==> src/hw/rtl/rlc_pkg.sv <==
// Shared types and codes of the rectangle list coalescer.
// No dependencies.
`default_nettype none
package rlc_pkg;
    localparam logic [1:0] FUNC_JOIN  = 2'd0;
    localparam logic [1:0] FUNC_READ  = 2'd1;
    localparam logic [1:0] FUNC_CLEAR = 2'd2;

    localparam logic [2:0] OUT_APPENDED  = 3'd0;
    localparam logic [2:0] OUT_CONTAINED = 3'd1;
    localparam logic [2:0] OUT_MERGED    = 3'd2;
    localparam logic [2:0] OUT_DROPPED   = 3'd3;
    localparam logic [2:0] OUT_DONE      = 3'd4;

    // Key part of a rectangle: kind, file, sheet key and sheet span
    typedef struct packed {
        logic        ext;
        logic [15:0] file;
        logic [15:0] key;
        logic [11:0] tab_first;
        logic [11:0] tab_last;
    } key_t;

    typedef struct packed {
        logic [15:0] first;
        logic [15:0] last;
    } col_span_t;

    typedef struct packed {
        logic [23:0] first;
        logic [23:0] last;
    } row_span_t;

    typedef struct packed {
        key_t      k;
        col_span_t c;
        row_span_t r;
    } rect_t;
endpackage
`default_nettype wire

==> src/hw/rtl/rlc_cell.sv <==
// One table cell of the coalescer: holds an entry and compares it against the
// rectangle presented. Depends on rlc_pkg.
`default_nettype none
module rlc_cell
    import rlc_pkg::*;
(
    input  wire logic  clk,
    input  wire logic  load,
    input  wire rect_t load_data,
    input  wire logic  widen_col,
    input  wire logic  widen_row,
    input  wire rect_t probe,
    output rect_t      entry,
    output logic       hit_contain,
    output logic       hit_col,
    output logic       hit_row,
    output col_span_t  col_wide,
    output row_span_t  row_wide
);
    rect_t entry_reg;
    logic  key_eq;

    assign entry = entry_reg;

    // Touch test: spans overlap or are adjacent
    function automatic logic touch(input logic [23:0] af, input logic [23:0] al,
                                   input logic [23:0] bf, input logic [23:0] bl);
        logic a1;
        logic a2;
        a1 = (af > bl) && ((af - bl) > 24'd1);
        a2 = (bf > al) && ((bf - al) > 24'd1);
        return !(a1 || a2);
    endfunction

    // Compare probe against the held entry
    always_comb
    begin
        key_eq = (entry_reg.k == probe.k);
        hit_contain = key_eq &&
            entry_reg.r.first <= probe.r.first && probe.r.last <= entry_reg.r.last &&
            entry_reg.c.first <= probe.c.first && probe.c.last <= entry_reg.c.last;
        hit_col = key_eq && probe.r == entry_reg.r &&
            touch({8'd0, probe.c.first}, {8'd0, probe.c.last},
                  {8'd0, entry_reg.c.first}, {8'd0, entry_reg.c.last});
        hit_row = key_eq && probe.r != entry_reg.r && probe.c == entry_reg.c &&
            touch(probe.r.first, probe.r.last, entry_reg.r.first, entry_reg.r.last);
        col_wide.first = (probe.c.first < entry_reg.c.first) ? probe.c.first
                                                             : entry_reg.c.first;
        col_wide.last  = (probe.c.last > entry_reg.c.last) ? probe.c.last
                                                           : entry_reg.c.last;
        row_wide.first = (probe.r.first < entry_reg.r.first) ? probe.r.first
                                                             : entry_reg.r.first;
        row_wide.last  = (probe.r.last > entry_reg.r.last) ? probe.r.last
                                                           : entry_reg.r.last;
    end

    // Hold, load or widen the entry
    always_ff @(posedge clk)
    begin
        if (load)
        begin
            entry_reg <= load_data;
        end
        else if (widen_col)
        begin
            entry_reg.c <= col_wide;
        end
        else if (widen_row)
        begin
            entry_reg.r <= row_wide;
        end
    end
endmodule
`default_nettype wire

==> config.mk <==
export PLATFORM = sky130hd
export DESIGN_NAME = rlc_cell
export DESIGN_NICKNAME = d
export VERILOG_FILES = /design/src/hw/rtl/rlc_pkg.sv /design/src/hw/rtl/rlc_cell.sv
export SDC_FILE = /design/constraint.sdc
export NUM_CORES = 1
export LEC_CHECK = 0
export BUFFER_PORTS_ARGS = -buffer_cell sky130_fd_sc_hd__buf_2
export CAP_MARGIN = 20
export CORE_AREA = 2 2 192 194
export CTS_CLUSTER_SIZE = 12
export DETAILED_ROUTE_END_ITERATION = 7
export DIE_AREA = 0 0 194 196
export PLACE_DENSITY = 0.66
export SYNTH_ARGS = -nofsm -noshare
export SYNTH_HDL_FRONTEND = slang
export SYNTH_SLANG_ARGS = --single-unit
==> constraint.sdc <==
create_clock -name clk -period 4.25 [get_ports clk]
set_input_delay 0.2125 -clock clk [delete_from_list [all_inputs] [get_ports clk]]
set_output_delay 0.2125 -clock clk [all_outputs]
set_load 0.02 [all_outputs]
# Word-level counts from Yosys, hierarchy flattened
# Index checks and enable logic that the tools add are counted.
[totals]
wordCells = 62
input_bits = 278
reg_bits = 137
out_inout_bits = 220
[classes]
reduce_logical = 20
n_addsub = 4
n_eq_ne = 5
n_mux = 8
n_lt_le_gt_ge = 16
[op_table]
columns = ["operator", "n"]
rows = [
  ["24-bit by 1-bit greater-than comparator with 1-bit output, second input constant", 4],
  ["48-bit 2-to-1 mux", 2],
  ["80-bit 2-to-1 mux", 1],
  ["24-bit greater-than comparator", 3],
  ["57-bit equality test", 1],
  ["48-bit equality test", 1],
  ["16-bit greater-than comparator", 3],
  ["24-bit less-or-equal comparator", 2],
  ["24-bit 2-to-1 mux", 2],
  ["48-bit inequality test", 1],
  ["24-bit subtractor", 2],
  ["16-bit by 16-bit subtractor with 17-bit output", 2],
  ["32-bit equality test", 1],
  ["16-bit less-or-equal comparator", 2],
  ["16-bit 2-to-1 mux", 2],
  ["32-bit 2-to-1 mux", 1],
  ["24-bit < comparator", 1],
  ["16-bit < comparator", 1],
  ["1-bit logical AND", 13],
  ["2-bit nonzero test", 2],
  ["1-bit logical NOT", 2],
  ["1-bit logical OR", 2],
  ["2-bit inequality test, second input constant", 1],
  ["2-bit AND reduction", 1],
]

# Depth between registers and ports, before layout
# Gate-level depths: netlist of run 1.
[depth]
depth_word = 6
depth_mapped = 14
depth_no_buf = 14

# Least setup slack after synthesis of run 1
# Ideal clock, no wire load.
[synth_path]
path_kind = "reg-to-output"
startpoint = "register entry_reg, in the netlist entry[24]"
endpoint = "output port hit_row"
t_arrival_ns = 3.575
required_ns = 4.038
path_buffers = 0
setup_slack_ns = 0.462
path_stages_with_launch = 14
cell_sequence = "edfxtp_1 -> inv_1 -> ha_1 -> fa_1 -> and2b_2 -> o31a_2 -> o211ai_2 -> o31ai_1 -> a311o_1 -> a21o_1 -> a21o_1 -> mux2i_1 -> or4_1 -> a32oi_1"
[synth_via]
elab_chain_cells = 6
word_cells_on_any_way = 10
classes_between = "add/sub (1); order compare (2); eq/ne (1); reduce/logical (6)"
[synth_rtl]
columns = ["element", "line_no", "rtl"]
rows = [
  ["start, declared", "rlc_cell.sv:20", "rect_t entry_reg;"],
  ["start signal, assigned", "rlc_cell.sv:62", "entry_reg <= load_data;"],
  ["24-bit subtractor", "rlc_cell.sv:31", "a2 = (bf > al) && ((bf - al) > 24'd1);"],
  ["24-bit by 1-bit greater-than comparator with 1-bit output", "rlc_cell.sv:31", ""],
  ["1-bit logical AND", "rlc_cell.sv:31", ""],
  ["1-bit logical OR", "rlc_cell.sv:32", "return !(a1 || a2);"],
  ["1-bit logical NOT", "rlc_cell.sv:32", ""],
  ["1-bit logical AND *", "rlc_cell.sv:45", "hit_row = key_eq && probe.r != entry_reg.r && probe.c == entry_reg.c &&"],
  ["end, declared", "rlc_cell.sv:16", "output logic hit_row,"],
]
# Mark *: on every way between the ends. The rest lies on a longest branch, timed or not.

# Worst setup path in the final report of run 1
# Ends and elaborated chain as after synthesis.

==> qor.yml, run 1 <==
cts-htree-levels: 4
synth-seq-area-share: 0.300
slew_headroom: 0.399
post-route-util: 0.501
dieArea_sq_mm: 0.0380
synth_top_area_frac: 0.300
vdd_drop_max_v: 0.000336
antenna_found_initial: 17
p_leak_nw: 8.41
drive_gt1_frac: 0.335
synth.largest_area_cell: "edfxtp_1"
hpwl_microns: 44600
synth_area_leaders: "edfxtp_1 30%, ha_1 15%, mux2_2 8.6%"
final_area_sq_mm: 0.0181
slowest_delay_ps: 550
syn-num-nets: 1949
num_rows: 70
rsz0062_at_grt: "yes"
hold_viol_final: 0
drt_first_pass_iters: 5
die_w_microns: 194
insertion_delay_ps: 460
syn_avg_cell_area_sq_um: 9.09
ys_seq_elements: 137
synth_warnings: 0
grt_use_total: 0.280
area_growth_syn_to_layout_pct: 31.8
initial_core_util: 0.380
gp_congestion: 0.953
path_class: "reg -> out"
gr-total-overflow: 0
cap_violations: 0
final_cell_mix: "494 x buf_2, 157 x ha_1, 147 x inv_1, 137 x edfxtp_1, 133 x a21oi_1"
ys_dominant_reg_cell: "edfxtp_1"
fin_nets: 2491
critPathRequiredTime_ps: 4040
max_clock_freq_ghz: 0.236
viasPerCell: 5.57
placed_cells_incl_taps: 2433
cts.sink_count: 137
port-buffer-count: 497
cts_buffers: 17
cp-end-kind: "output pin"
core_area_sq_mm: 0.0361
slowest_stage: "or4_1"
die_y_microns: 196
fillers: 3424
path_max_fanout: 5
cts_buffer_depth: 2
fin_crit_sh: 0.996
cp-start-kind: "flop"
drtIter0Drc: 1334
grt_start_max_net_pins: 88
worst_hold_path_type: "in -> reg"
cts_root_buf: "clkbuf_16"
io_pins: 498
layout_commonest_cell: "buf_2"
instances_no_fill: 2546
crit_arrival_ps: 4020
skew_ps: 12.4
grt_pass1_wl_microns: 82000
cp_common_cell: "buf_4"
tritoncts: "yes"
netlist_instances: 1507
ant_nets: 0
drc: 0
wl_microns: 55300
grt_pass1_vias: 13848
status: "finished clean"
total_power_mw: 6.69
min_period_ps: 4230
cts.reportedPaths.clkPinSlew_ps: 70
cp_cell_sequence: "inv_2, ha_4, fa_2, and2b_2, o31a_4, o211ai_4, buf_4, o21ai_2, a221oi_2, xnor2_1, nor4_1, nand3_1, or4_1, a32oi_2, buf_4"
largest_register_ffs: 137
synth_edf_count: 137
p_per_area_mw_per_mm2: 370
placedInstanceArea_sq_mm: 0.0167
post_drt_wl_per_cell_microns: 21.7
setup_viol: 0
final_max_slew_viol_count: 0
vias: 14189
synthArstFlopShare: 0
synthDistinctLibCells: 74
worstMarginPinSlew_ps: 901
synth_area_sq_mm: 0.0137
metal layers:
metal	track usage	part of all wire	vias to the layer above
met5	0	0.00022	-
met4	0.120	0.038	2
met3	0.0674	0.076	113
met2	0.450	0.46	661
met1	0.361	0.43	6711
li1	-	-	6702
metrics by stage:
step | hold WS (ps) | setup WS [ps] | TNS (ps)
after global placement | 388 | 279 | 0
after floorplan | 311 | 462 | 0
after CTS | 42.7 | 4.46 | 0
after detailed placement | 391 | 193 | 0
after global routing | 48.0 | -114 | -114
final | 60.9 | 15.3 | 0
cell usage after synthesis, types with 6 or more instances:
cell and number:
ha_1 160, inv_1 149, edfxtp_1 137, a21oi_1 136
mux2_2 105, nor2_1 95, o21ai_0 74, nand2_1 71
nor3_1 69, xor2_1 67, mux2i_1 45, clkbuf_1 42
nand4_1 39, a21o_1 37, nor4_1 27, xnor2_1 22
nor2b_1 21, o21a_1 21, nand3_1 18, a31oi_1 12
nand2b_1 12, a211oi_1 10, o211ai_1 9, o221ai_1 7
buf_2 6, o2111ai_1 6, or2_2 6
worst max-delay path, delay by kind of cell (launching register included):
kind,cells,cell delay (ps)
AND/OR/NAND/NOR,4,1090
adder cells (fa/ha/maj),2,340
buffers and inverters,3,430
AO/OA/AOI/OAI,5,1140
flip-flops,1,410
XOR/XNOR,1,130
logic make-up (layout without fill, tap and decap cells):
logic type               count (synthesis)  in the layout  synth area share
other                                    0             16                 0
flip-flops                             137            137             0.300
XOR/XNOR                                89             89            0.0569
AO/OA/AOI/OAI                          374            374             0.171
multiplexers                           150            150             0.119
AND/OR/NAND/NOR                        391            391             0.144
adder cells (fa/ha/maj)                164            164             0.152
buffers and inverters                  202            757            0.0559
layout make-up:
| class | instances | area, sq um | area share |
|---|---|---|---|
| Inverter | 149 | 559 | 0.0310 |
| Multi-Input combinational cell | 1168 | 8950 | 0.495 |
| Sequential cell | 137 | 4110 | 0.228 |
| Tap cell | 468 | 586 | 0.0324 |
| Clock inverter | 14 | 139 | 0.00769 |
| Clock buffer | 18 | 429 | 0.0238 |
| Timing Repair Buffer | 576 | 3250 | 0.180 |
| Antenna cell | 16 | 40.0 | 0.00222 |
path summary, 6_finish.rpt:
kind | startpoint | to | slack (ps) | cells after the start
setup reg to reg | entry[13] | entry[0] | 810 | 13
hold reg to reg | entry[63] | entry[63] | 760 | 2
hold / removal | load_data[12] | entry[12] | 60 | 2
setup / recovery | entry[24] | hit_row | 20 | 15
where the power goes:
group          internal, mW  switching [mW]  leakage [nW]  total, mW
clock network         0.822           0.702         0.278       1.52
logic                  1.31            2.00          6.77       3.31
registers              1.69           0.170          1.37       1.86
timing repair:
item,4_1_cts,5_1_grt
pin swaps,3,11
hold buffers,57,0
endpoints found under the hold margin,57,0
buffers inserted,3,5
setup endpoints to repair,1,3
gates resized for setup,8,19
(Power assumes the default switching activity.)
==> run 2, diff against run 1 <==
--- a/config.mk
+++ b/config.mk
@@ -11,6 +11,7 @@
 export CTS_CLUSTER_SIZE = 12
 export DETAILED_ROUTE_END_ITERATION = 7
 export DIE_AREA = 0 0 194 196
+export MAX_ROUTING_LAYER = met4
 export PLACE_DENSITY = 0.66
 export SYNTH_ARGS = -nofsm -noshare
 export SYNTH_HDL_FRONTEND = slang
==> qor.yml, run 2 (synthesis results as in run 1) <==
status: "finished clean"
min_period_ps: 4210
p_switching_mw: 2.84
largest_register_ffs: 137
cp-end-kind: "output pin"
io_pins: 498
slowest_stage: "or4_4"
vias: 14266
instances_no_fill: 2550
vdd_drop_max_v: 0.000300
port-buffer-count: 497
hpwl_microns: 44700
worst_hold_path_type: "in -> reg"
cp_cell_sequence: "inv_2, ha_4, fa_2, and2b_2, o31a_4, o211ai_4, o31ai_2, a311o_1, a21o_1, a21o_1, mux2i_1, or4_4, a32oi_2, buf_4"
insertion_delay_ps: 460
r2r_setup_slack_ps: 740
viasPerCell: 5.59
placed_cells_incl_taps: 2433
cts_root_buf: "clkbuf_16"
post_drt_wl_per_cell_microns: 21.6
skew_ps: 13.9
hold_viol_final: 0
gp_congestion: 0.950
dp_slack_ps: 188
grt_pass1_vias: 13766
clkPwrFrac: 0.215
timing.rr.end: "entry[0]"
core_area_sq_mm: 0.0361
final_max_slew_viol_count: 0
final_cell_mix: "495 x buf_2, 158 x ha_1, 148 x inv_1, 137 x edfxtp_1, 133 x a21oi_1"
cap_violations: 0
wl_microns: 55100
cp-start-kind: "flop"
layout_commonest_cell: "buf_2"
drc: 0
die_w_microns: 194
area_growth_syn_to_layout_pct: 31.5
p_leak_nw: 8.38
r2r_start: "entry[13]"
min_to: "entry[38]"
p_per_area_mw_per_mm2: 366
grt_use_total: 0.286
path_class: "reg -> out"
intPower_mw: 3.74
setup_viol: 0
critPathRequiredTime_ps: 4040
slew_headroom: 0.404
post-route-util: 0.499
swShare: 0.432
antenna_found_initial: 21
cts.reportedPaths.clkPinSlew_ps: 80
drt_first_pass_iters: 6
sequentialPowerShare: 0.282
rsz0062_at_grt: "yes"
grt_pass1_wl_microns: 81000
max_clock_freq_ghz: 0.238
p_comb_frac: 0.503
hp-start: "load_data[38]"
grt_start_max_net_pins: 88
num_rows: 70
cts.sink_count: 137
path_max_fanout: 5
cts-htree-levels: 4
worstHoldPathCells: 2
slowest_delay_ps: 530
drtIter0Drc: 1202
ant_nets: 0
cp_common_cell: "a21o_1"
drive_gt1_frac: 0.333
cts_buffer_depth: 2
dieArea_sq_mm: 0.0380
crit_arrival_ps: 4000
fillers: 3438
die_y_microns: 196
gr-total-overflow: 0
initial_core_util: 0.380
fin_nets: 2489
total_power_mw: 6.59
worstMarginPinSlew_ps: 894
ff2ff_path_depth: 13
finalWorstSetupSlack_ps: 40.9
tritoncts: "yes"
fin_crit_sh: 0.990
cts_buffers: 17
==> run 2: changes by cell type in the layout (fill, tap and decap cells not counted), sizes merged <==
cell and change:
buf -2, clkinv -1, diode +6, inv -2, clkbuf +1, clkinvlp +3
bufinv -1
==> run 2: repair_timing <==
action / 4_1_cts / 5_1_grt
pin swaps: 3 / 5
resized for setup: 8 / 17
setup buffers: 3 / 3
endpoints found under the setup margin: 1 / 3
hold buffers: 57 / 0
hold endpoints to repair: 57 / 0
==> run 2: worst max-delay path, delay by kind of cell (launching register included) <==
kind | cells | cell delay, ps
compound gates | 7 | 1600
simple gates | 2 | 770
flops | 1 | 410
fa+ha+maj | 2 | 340
buf+inv | 2 | 290
mux | 1 | 120
==> run 2: layout make-up <==
type,instances,area [sq um],area share
multi-input cells,1168,8940,0.496
flip-flops and latches,137,4110,0.228
repair buffers,574,3230,0.179
well taps,468,586,0.0325
inverters,149,559,0.0310
clock buffers,19,433,0.0240
clock inverters,13,93.8,0.00521
diodes,22,55.1,0.00306
==> run 2: metal layers <==
| layer | track usage | vias to the layer above | routed length [microns] |
|---|---|---|---|
| met2 | 0.447 | 658 | 25400 |
| li1 | - | 6712 | - |
| met3 | 0.0638 | 105 | 4280 |
| met5 | - | - | 0 |
| met1 | 0.359 | 6791 | 23200 |
| met4 | 0.115 | 0 | 2180 |
==> run 2: how the worst max path moves through the flow <==
| stage | cells after the start | startpoint | slack (ps) | endpoint |
|---|---|---|---|---|
| 3_5_place_dp | 14 | entry[24] | 190 | hit_row |
| 4_1_cts | 12 | entry[33] | 30 | hit_row |
| 5_1_grt | 15 | entry[24] | -80 | hit_row |
| 3_3_place_gp | 14 | entry[24] | 290 | hit_row |
| 6_report | 14 | entry[24] | 40 | hit_row |
| 2_1_floorplan | 13 | entry[24] | 460 | hit_row |
==> run 2: metrics by stage <==
| stage | hold WS, ps | setup TNS, ps | cell area (sq um) |
|---|---|---|---|
| floorplan | 311 | 0 | 13700 |
| global placement | 389 | 0 | 16700 |
| detailed placement | 391 | 0 | 16700 |
| CTS | 42.8 | 0 | 17900 |
| global route | 53.0 | -77.4 | 18000 |
| finish | 57.7 | 0 | 18000 |
==> run 2: power groups by stage <==
stage	Combinational, mW	Sequential (mW)	Clock (mW)
6_report	3.31	1.86	1.42
4_1_cts	3.23	1.85	1.43
3_5_place_dp	3.16	1.88	0
3_3_place_gp	3.14	1.87	0
5_1_grt	3.59	1.87	1.49
2_1_floorplan	1.94	2.00	0
